$ cat src/rtl/vrfc_pkg.sv
// shared types and codes for the region fault classifier
package vrfc_pkg;

  localparam int ADDR_W   = 48;
  localparam int OP_W     = 2;
  localparam int FLAG_W   = 3;
  localparam int IDX_W    = 4;
  localparam int STATUS_W = 4;
  localparam int HIT_W    = 4;

  localparam logic [OP_W-1:0] OP_ADD   = 2'd0;
  localparam logic [OP_W-1:0] OP_FAULT = 2'd1;
  localparam logic [OP_W-1:0] OP_NOTE  = 2'd2;

  localparam int FLAG_WRITE = 0;
  localparam int FLAG_DOWN  = 1;
  localparam int FLAG_UP    = 2;

  localparam logic [STATUS_W-1:0] ST_DONE         = 4'd0;
  localparam logic [STATUS_W-1:0] ST_REJECT       = 4'd1;
  localparam logic [STATUS_W-1:0] ST_UNHANDLED    = 4'd2;
  localparam logic [STATUS_W-1:0] ST_NO_REGION    = 4'd3;
  localparam logic [STATUS_W-1:0] ST_WRITE_DENIED = 4'd4;
  localparam logic [STATUS_W-1:0] ST_OUTSIDE      = 4'd5;
  localparam logic [STATUS_W-1:0] ST_COMMITTED    = 4'd6;
  localparam logic [STATUS_W-1:0] ST_COMMIT       = 4'd7;
  localparam logic [STATUS_W-1:0] ST_NO_POLICY    = 4'd8;

  typedef struct packed {
    logic [OP_W-1:0]   op;
    logic [ADDR_W-1:0] address;
    logic [ADDR_W-1:0] length;
    logic [FLAG_W-1:0] region_flags;
    logic [IDX_W-1:0]  region_index;
    logic              page_present;
    logic              write_access;
    logic              user_mode;
  } in_word_t;

  typedef struct packed {
    logic [STATUS_W-1:0] status;
    logic [ADDR_W-1:0]   page_addr;
    logic [HIT_W-1:0]    hit_index;
    logic                page_writable;
  } out_word_t;

  typedef enum logic [2:0] {
    RES_REJECT,
    RES_UNHANDLED,
    RES_NO_REGION,
    RES_ADD_DONE,
    RES_NOTE_DONE,
    RES_FAULT
  } res_kind_t;

  typedef struct packed {
    logic      req_load;
    logic      add_write;
    logic      scan_start;
    logic      scan_step;
    logic      note_read;
    logic      note_write;
    logic      res_load;
    res_kind_t res_kind;
    logic      out_load;
  } ctl_cmd_t;

  typedef struct packed {
    logic [OP_W-1:0] op;
    logic            add_ok;
    logic            note_ok;
    logic            fault_ok;
    logic            scan_hit;
    logic            scan_done;
    logic            out_free;
  } ctl_sts_t;

endpackage

$ cat src/rtl/vm_region_fault_classifier_core.sv
// top level of the region fault classifier
// Each input word is one request: add a region, classify a page fault or note a
// mapped range. One result word comes back per request, in order. A fault that
// passes the present and user checks scans the regions in order up to the first
// match (or through all regions when none matches), because the region table
// sits in one memory with a single read port and is compared one entry per
// cycle. The result sits in an output register, so the next word is taken while
// a finished result still waits. Table contents need no clearing after reset;
// only entries below the region count are ever read.
module vm_region_fault_classifier_core #(
  parameter int MAX_REGIONS = 16,
  parameter int PAGE_BYTES  = 4096,
  parameter int ADDR_BITS   = 48
) (
  input  logic                clk,
  input  logic                rst_n,
  input  logic                in_valid,
  output logic                in_stall,
  input  vrfc_pkg::in_word_t  in_word,
  output logic                out_valid,
  input  logic                out_stall,
  output vrfc_pkg::out_word_t out_word
);
  import vrfc_pkg::*;

  ctl_cmd_t cmd;
  ctl_sts_t sts;

  vrfc_ctrl u_ctrl (
    .clk      (clk),
    .rst_n    (rst_n),
    .in_valid (in_valid),
    .in_stall (in_stall),
    .sts      (sts),
    .cmd      (cmd)
  );

  vrfc_dpath #(
    .MAX_REGIONS (MAX_REGIONS),
    .PAGE_BYTES  (PAGE_BYTES),
    .ADDR_BITS   (ADDR_BITS)
  ) u_dpath (
    .clk       (clk),
    .rst_n     (rst_n),
    .in_word   (in_word),
    .cmd       (cmd),
    .sts       (sts),
    .out_valid (out_valid),
    .out_stall (out_stall),
    .out_word  (out_word)
  );

endmodule

$ cat src/rtl/vrfc_ctrl.sv
// controller state machine for the region fault classifier
module vrfc_ctrl (
  input  logic               clk,
  input  logic               rst_n,
  input  logic               in_valid,
  output logic               in_stall,
  input  vrfc_pkg::ctl_sts_t sts,
  output vrfc_pkg::ctl_cmd_t cmd
);
  import vrfc_pkg::*;

  typedef enum logic [2:0] {
    S_IDLE,
    S_DISPATCH,
    S_SCAN,
    S_NOTE_WR,
    S_FINISH
  } state_t;

  state_t state_r, state_nxt;

  always_ff @(posedge clk) begin
    if (!rst_n) begin
      state_r <= S_IDLE;
    end else begin
      state_r <= state_nxt;
    end
  end

  always_comb begin
    cmd       = '0;
    state_nxt = state_r;
    in_stall  = 1'b1;
    unique case (state_r)
      S_IDLE: begin
        in_stall = 1'b0;
        if (in_valid) begin
          cmd.req_load = 1'b1;
          state_nxt    = S_DISPATCH;
        end
      end
      S_DISPATCH: begin
        state_nxt = S_FINISH;
        unique case (sts.op)
          OP_ADD: begin
            cmd.res_load = 1'b1;
            if (sts.add_ok) begin
              cmd.add_write = 1'b1;
              cmd.res_kind  = RES_ADD_DONE;
            end else begin
              cmd.res_kind = RES_REJECT;
            end
          end
          OP_FAULT: begin
            if (sts.fault_ok) begin
              cmd.scan_start = 1'b1;
              state_nxt      = S_SCAN;
            end else begin
              cmd.res_load = 1'b1;
              cmd.res_kind = RES_UNHANDLED;
            end
          end
          OP_NOTE: begin
            if (sts.note_ok) begin
              cmd.note_read = 1'b1;
              state_nxt     = S_NOTE_WR;
            end else begin
              cmd.res_load = 1'b1;
              cmd.res_kind = RES_REJECT;
            end
          end
          default: begin
            cmd.res_load = 1'b1;
            cmd.res_kind = RES_REJECT;
          end
        endcase
      end
      S_SCAN: begin
        if (sts.scan_hit) begin
          cmd.res_load = 1'b1;
          cmd.res_kind = RES_FAULT;
          state_nxt    = S_FINISH;
        end else if (sts.scan_done) begin
          cmd.res_load = 1'b1;
          cmd.res_kind = RES_NO_REGION;
          state_nxt    = S_FINISH;
        end else begin
          cmd.scan_step = 1'b1;
        end
      end
      S_NOTE_WR: begin
        cmd.note_write = 1'b1;
        cmd.res_load   = 1'b1;
        cmd.res_kind   = RES_NOTE_DONE;
        state_nxt      = S_FINISH;
      end
      S_FINISH: begin
        if (sts.out_free) begin
          cmd.out_load = 1'b1;
          state_nxt    = S_IDLE;
        end
      end
      default: begin
        state_nxt = S_IDLE;
      end
    endcase
  end

endmodule

$ cat src/rtl/vrfc_dpath.sv
// region table, scan compare, classification and result register
module vrfc_dpath #(
  parameter int MAX_REGIONS = 16,
  parameter int PAGE_BYTES  = 4096,
  parameter int ADDR_BITS   = 48
) (
  input  logic                clk,
  input  logic                rst_n,
  input  vrfc_pkg::in_word_t  in_word,
  input  vrfc_pkg::ctl_cmd_t  cmd,
  output vrfc_pkg::ctl_sts_t  sts,
  output logic                out_valid,
  input  logic                out_stall,
  output vrfc_pkg::out_word_t out_word
);
  import vrfc_pkg::*;

  localparam int AW = (ADDR_BITS < ADDR_W) ? ADDR_BITS : ADDR_W;
  localparam int IW = (MAX_REGIONS > 1) ? $clog2(MAX_REGIONS) : 1;
  localparam int CW = $clog2(MAX_REGIONS + 1);
  localparam int RW = (CW > IDX_W) ? CW : IDX_W;
  localparam int XW = (IW > IDX_W) ? IW : IDX_W;
  localparam int PB = $clog2(PAGE_BYTES);

  typedef struct packed {
    logic [AW-1:0]     base;
    logic [AW:0]       limit;
    logic [FLAG_W-1:0] flags;
    logic [AW:0]       clow;
    logic [AW:0]       chigh;
  } ent_t;

  ent_t mem [MAX_REGIONS];

  in_word_t  req_r;
  logic [CW-1:0] count_r;
  logic [CW-1:0] scan_idx_r;
  logic          cmp_vld_r;
  logic [IW-1:0] cmp_idx_r;
  ent_t          rd_data_r;
  out_word_t     res_r, res_nxt;
  logic          out_valid_r;
  out_word_t     out_r;

  logic [AW-1:0] addr_a, len_a, aligned_a;
  logic [AW:0]   addr_x, sum_a, aligned_x;
  logic [XW-1:0] ridx_x;
  logic [IW-1:0] ridx_i;
  logic          scan_lt, match;
  logic          rd_en, wr_en;
  logic [IW-1:0] rd_idx, wr_idx;
  ent_t          wr_data;
  logic [STATUS_W-1:0] fst;
  logic [FLAG_W-1:0]   f;

  assign addr_a    = req_r.address[AW-1:0];
  assign len_a     = req_r.length[AW-1:0];
  assign addr_x    = {1'b0, addr_a};
  assign sum_a     = addr_x + {1'b0, len_a};
  assign aligned_a = {addr_a[AW-1:PB], {PB{1'b0}}};
  assign aligned_x = {1'b0, aligned_a};
  assign ridx_x    = XW'(req_r.region_index);
  assign ridx_i    = ridx_x[IW-1:0];
  assign scan_lt   = scan_idx_r < count_r;
  assign f         = rd_data_r.flags;
  assign match     = (addr_x >= {1'b0, rd_data_r.base}) && (addr_x < rd_data_r.limit);

  assign sts.op        = req_r.op;
  assign sts.add_ok    = (len_a != '0) && (count_r < CW'(MAX_REGIONS));
  assign sts.note_ok   = (len_a != '0) && (RW'(req_r.region_index) < RW'(count_r));
  assign sts.fault_ok  = req_r.user_mode && !req_r.page_present;
  assign sts.scan_hit  = cmp_vld_r && match;
  assign sts.scan_done = !cmp_vld_r && !scan_lt;
  assign sts.out_free  = !out_valid_r || !out_stall;

  assign rd_en  = cmd.note_read || (cmd.scan_step && scan_lt);
  assign rd_idx = cmd.note_read ? ridx_i : scan_idx_r[IW-1:0];
  assign wr_en  = cmd.add_write || cmd.note_write;
  assign wr_idx = cmd.add_write ? count_r[IW-1:0] : ridx_i;

  always_comb begin
    if (cmd.add_write) begin
      wr_data.base  = addr_a;
      wr_data.limit = sum_a;
      wr_data.flags = req_r.region_flags;
      wr_data.clow  = req_r.region_flags[FLAG_DOWN] ? sum_a : addr_x;
      wr_data.chigh = req_r.region_flags[FLAG_DOWN] ? sum_a : addr_x;
    end else begin
      wr_data       = rd_data_r;
      wr_data.clow  = (addr_x < rd_data_r.clow) ? addr_x : rd_data_r.clow;
      wr_data.chigh = (sum_a > rd_data_r.chigh) ? sum_a : rd_data_r.chigh;
    end
  end

  always_ff @(posedge clk) begin
    if (wr_en) begin
      mem[wr_idx] <= wr_data;
    end
    if (rd_en) begin
      rd_data_r <= mem[rd_idx];
    end
  end

  // fault classification against the entry under compare
  always_comb begin
    fst = ST_NO_POLICY;
    if (req_r.write_access && !f[FLAG_WRITE]) begin
      fst = ST_WRITE_DENIED;
    end else if (f[FLAG_DOWN]) begin
      if (aligned_a < rd_data_r.base) begin
        fst = ST_OUTSIDE;
      end else if (rd_data_r.clow <= aligned_x) begin
        fst = ST_COMMITTED;
      end else begin
        fst = ST_COMMIT;
      end
    end else if (f[FLAG_UP]) begin
      if (aligned_x >= rd_data_r.limit) begin
        fst = ST_OUTSIDE;
      end else if (rd_data_r.chigh > aligned_x) begin
        fst = ST_COMMITTED;
      end else begin
        fst = ST_COMMIT;
      end
    end
  end

  always_comb begin
    res_nxt = '0;
    unique case (cmd.res_kind)
      RES_REJECT:    res_nxt.status = ST_REJECT;
      RES_UNHANDLED: res_nxt.status = ST_UNHANDLED;
      RES_NO_REGION: res_nxt.status = ST_NO_REGION;
      RES_ADD_DONE: begin
        res_nxt.status    = ST_DONE;
        res_nxt.hit_index = HIT_W'(count_r);
      end
      RES_NOTE_DONE: begin
        res_nxt.status    = ST_DONE;
        res_nxt.hit_index = req_r.region_index;
      end
      RES_FAULT: begin
        res_nxt.status        = fst;
        res_nxt.page_addr     = (fst == ST_COMMIT) ? ADDR_W'(aligned_a) : '0;
        res_nxt.hit_index     = HIT_W'(cmp_idx_r);
        res_nxt.page_writable = f[FLAG_WRITE];
      end
      default: res_nxt.status = ST_REJECT;
    endcase
  end

  always_ff @(posedge clk) begin
    if (cmd.req_load) begin
      req_r <= in_word;
    end
    if (cmd.res_load) begin
      res_r <= res_nxt;
    end
    if (cmd.out_load) begin
      out_r <= res_r;
    end
    if (cmd.scan_step && scan_lt) begin
      cmp_idx_r <= scan_idx_r[IW-1:0];
    end
  end

  always_ff @(posedge clk) begin
    if (!rst_n) begin
      count_r     <= '0;
      scan_idx_r  <= '0;
      cmp_vld_r   <= 1'b0;
      out_valid_r <= 1'b0;
    end else begin
      if (cmd.add_write) begin
        count_r <= count_r + 1'b1;
      end
      if (cmd.scan_start) begin
        scan_idx_r <= '0;
        cmp_vld_r  <= 1'b0;
      end else if (cmd.scan_step) begin
        cmp_vld_r <= scan_lt;
        if (scan_lt) begin
          scan_idx_r <= scan_idx_r + 1'b1;
        end
      end
      if (cmd.out_load) begin
        out_valid_r <= 1'b1;
      end else if (!out_stall) begin
        out_valid_r <= 1'b0;
      end
    end
  end

  assign out_valid = out_valid_r;
  assign out_word  = out_r;

endmodule

$ cat config.mk
export PLATFORM = sky130hd
export DESIGN_NAME = vm_region_fault_classifier_core
export DESIGN_NICKNAME = d
export VERILOG_FILES = /design/src/rtl/vrfc_pkg.sv /design/src/rtl/vm_region_fault_classifier_core.sv /design/src/rtl/vrfc_ctrl.sv /design/src/rtl/vrfc_dpath.sv
export SDC_FILE = /design/constraint.sdc
export NUM_CORES = 2
export LEC_CHECK = 0
export ABC_CLOCK_PERIOD_IN_PS = 19600
export BUFFER_PORTS_ARGS = -buffer_cell sky130_fd_sc_hd__buf_2
export CAP_MARGIN = 20
export CORE_MARGIN = 10
export CORE_UTILIZATION = 45
export DETAILED_ROUTE_END_ITERATION = 10
export HOLD_SLACK_MARGIN = 0.02
export PLACE_DENSITY = 0.63
export REMOVE_ABC_BUFFERS = 1
export SLEW_MARGIN = 20
export SYNTH_ARGS = -nofsm -noshare
export SYNTH_HDL_FRONTEND = slang
export SYNTH_SLANG_ARGS = --single-unit
export TNS_END_PERCENT = 30
$ cat constraint.sdc
create_clock -name clk -period 19.6 [get_ports clk]
set_clock_uncertainty 0.15 [all_clocks]
set_input_delay 2.94 -clock clk [delete_from_list [all_inputs] [get_ports clk]]
set_output_delay 2.94 -clock clk [all_outputs]
set_load 0.02 [all_outputs]
==> results.cfg <==
[synth]
synth_area_um2 = 148500
synth_seq_cells = 3583
seq_area_frac_synth_pct = 72.37
synth_async_sr_flop_share_pct = 0
yosys_most_used_dff = edfxtp_1
synth_cell_types = 86
syn_inst = 10340
synth.avg_cell_area_um2 = 14.36
synth_warnings = 0
synth_edf_count = 3568

[clock_tree]
htree_num_levels = 5
cts-resized-gates = 0
cts_buffers = 361
postCtsSetupBuffers = 0
clockBufferDepth = 4
ctsHoldBuffers = 0
clkTransAtPathRegs_ps = 60
cts.sinks = 3583
clkLatencyLatePin_ps = 970
cts-root-buf = clkbuf_16
cts_tree = built

[floorplanning]
core_area_um2 = 327900
die-area_um2 = 353300
die_h_um = 594.4
dieWidth_um = 594.4
num_rows = 210
initial_core_util_pct = 45.28
ios = 171

[hold_path]
hold_path_depth = 0
hold_class = register to register

[pwr]
clkPwrFrac_pct = 42.2
power_density_nw_per_um2 = 99.38
internal-power_mw = 12.91
power_frac_comb_pct = 5.7
ir_worst_vdd_v = 0.00007085
power.switching_mw = 3.700
seqPwrFrac_pct = 52.0
leakagePower_nw = 59.73
p_sw_share_pct = 22.27

[timing]
max_freq_mhz = 119.6
period_share_pct = 42.68
finalSetupViolations = 0
final_max_slew_viol_count = 0
period_minus_slack_ps = 8364
hold_viol = 0
rsz0062_at_grt = no
fin_setup_tns_ps = 0
worst_pin_slew_ps = 1217
slew_headroom_pct = 18.67

[finish]
final_cell_mix = edfxtp_1, nand2_1, a21oi_1, nand3_1, mux2i_1
multi_input_area_um2 = 37850
finish.utilization_pct = 50.98
fillCellCount = 27050
layout_commonest_cell = edfxtp_1
drive_gt1_share_pct = 11.55
seq_area_um2 = 107400
stdcell_area_um2 = 167200
area_growth_syn_to_layout_pct = 12.59
nNetsFinal = 11000

[critical_path]
cp.arrival_ps = 8770
cp_num_cells = 20
cp_slowest_stage_delay_ps = 970
slowest_stage = nor3_1
reg2reg_depth = 20
cp_data_required_time_ps = 20010
crit_path_cell_trace = ha_1, a21o_1, a21oi_1, a2111oi_0, nor3_1, a2111oi_0, buf_4, or2_2, a21o_1, xnor2_1, inv_1, ha_1, and4_1, nand3_1, or4_1, a21oi_1, and2_2, buf_4, nand2_1, a21oi_1
start_kind = register
critical_path_class = register to register
cp_common_cell = a21oi_1
worst-path-buf-inv = 3
end_kind = register
worst-path-max-fanout = 48
rrSetupSlack_ps = 11240
path_delay_family = simple AND/OR/NAND/NOR gates

[global_route]
track_usage_pct = 25.27
antenna_found_initial = 44
grt_pass1_wl_um = 660000
grt_pass1_vias = 91160
gr-total-overflow = 0
grt_start_max_net_pins = 143

[route]
wirelength_um = 467000
via_count = 94120
drt_iter0_markers = 12590
drt.antenna.violating_nets = 0
first_pass_iters = 8
drcViolationCount = 0
wire_per_inst_um = 30.66
viasPerCell = 6.180

[placement]
dpl_cell_area_um2 = 154900
dp_hpwl_um = 257800
io_buffers = 158
place.gp.congestion = 0.9576

[status]
status = finished, final reports clean

[job]
cap_violations = 0
[power groups by stage]
stage / clock network (mW) / registers [mW] / logic (mW)
final: 7.01 / 8.65 / 0.953
after global routing: 7.39 / 8.65 / 1.01
after CTS: 7.08 / 8.65 / 0.916
after detailed placement: 0 / 8.81 / 0.912
after global placement: 0 / 8.81 / 0.885
after floorplan: 0 / 8.83 / 0.646
[worst reg2reg max path, cell delays in order, from the launching register on]
cell,delay [ps]
edfxtp_1,530
ha_1,390
a21o_1,200
a21oi_1,300
a2111oi_0,210
nor3_1,970
a2111oi_0,340
buf_4,250
or2_2,340
a21o_1,200
xnor2_1,460
inv_1,100
ha_1,280
and4_1,210
nand3_1,110
or4_1,580
a21oi_1,240
and2_2,300
buf_4,700
nand2_1,180
a21oi_1,930
[final timing paths]
| check | endpoint | start |
|---|---|---|
| hold reg to reg | u_dpath.out_word[26] | u_dpath.res_r[26] |
| hold / removal | u_dpath.out_word[26] | u_dpath.res_r[26] |
| setup / recovery | u_dpath.mem[10][20] | u_dpath.addr_a[3] |
| setup reg to reg | u_dpath.mem[10][20] | u_dpath.addr_a[3] |
[synthesized netlist by cell type, drive strengths merged (39+ instances only)]
| cell | n | share of area, % |
|---|---|---|
| ha | 324 | 2.7 |
| and2 | 46 | 0.19 |
| mux4 | 166 | 2.5 |
| nor3 | 233 | 0.79 |
| edfxtp | 3568 | 72 |
| buf | 275 | 1.0 |
| nand2 | 1838 | 4.6 |
| a211oi | 39 | 0.20 |
| a21o | 69 | 0.35 |
| a21oi | 835 | 2.8 |
| nor2 | 142 | 0.36 |
| clkbuf | 333 | 0.84 |
| mux2i | 467 | 3.1 |
| o221ai | 238 | 1.4 |
| o21ai | 358 | 1.2 |
| nand3 | 495 | 1.7 |
| inv | 287 | 0.73 |
| nand4 | 218 | 0.92 |
[per-stage QoR]
stage	hold WS (ps)	power (mW)	std cells	setup slack (ps)
floorplan	250.3	9.471	9742	-57360
detailed placement	254.5	9.721	14550	11390
global placement	250.9	9.692	14550	11390
global route	256.8	17.04	15230	11140
finish	260.3	16.61	15230	11240
CTS	253.2	16.64	15200	11300
[metal layers]
layer / GRT usage (%) / vias to the layer above / routed length [um] / part of all wire [%]
met4: 11.99 / 18 / 25170 / 5.4
met1: 33.88 / 47850 / 180400 / 39
met3: 4.674 / 1017 / 46180 / 9.9
met2: 40.06 / 5426 / 215100 / 46
met5: 0 / - / 125 / 0.027
li1: - / 39810 / - / -
[registers in the layout, summed over array words and instances, names as in the netlist]
register	flops
u_dpath.rd_data_r	195
u_dpath.out_word	45
u_dpath.addr_a	48
u_dpath.cmp_idx_r	4
u_ctrl.state_r	3
u_dpath.len_a	48
u_dpath.mem	3168
u_dpath.f	3
u_dpath.cmp_vld_r	1
u_dpath.res_r	45
u_dpath.sts	2
u_dpath.req_r	6
u_dpath.ridx_i	4
u_dpath.scan_idx_r	5
u_dpath.count_r	5
u_dpath.out_valid	1
[cells by family after synthesis]
family                   share of synthesized area (%)
flip-flops                                       72.37
AND/OR/NAND/NOR                                  9.092
AO/OA/AOI/OAI                                    7.212
buffers and inverters                            2.577
multiplexers                                     5.742
adder cells (fa/ha/maj)                          2.744
XOR/XNOR                                        0.2655
other                                         0.002526
[cell type report]
type,count,share of cell area (%)
flip-flops and latches,3583,64.27
multi-input cells,5872,22.64
clock buffers,431,5.688
well taps,4346,3.253
repair buffers,461,2.012
clock inverters,228,1.461
inverters,287,0.6444
diodes,22,0.03293
Power figures use the tool's default switching activity.
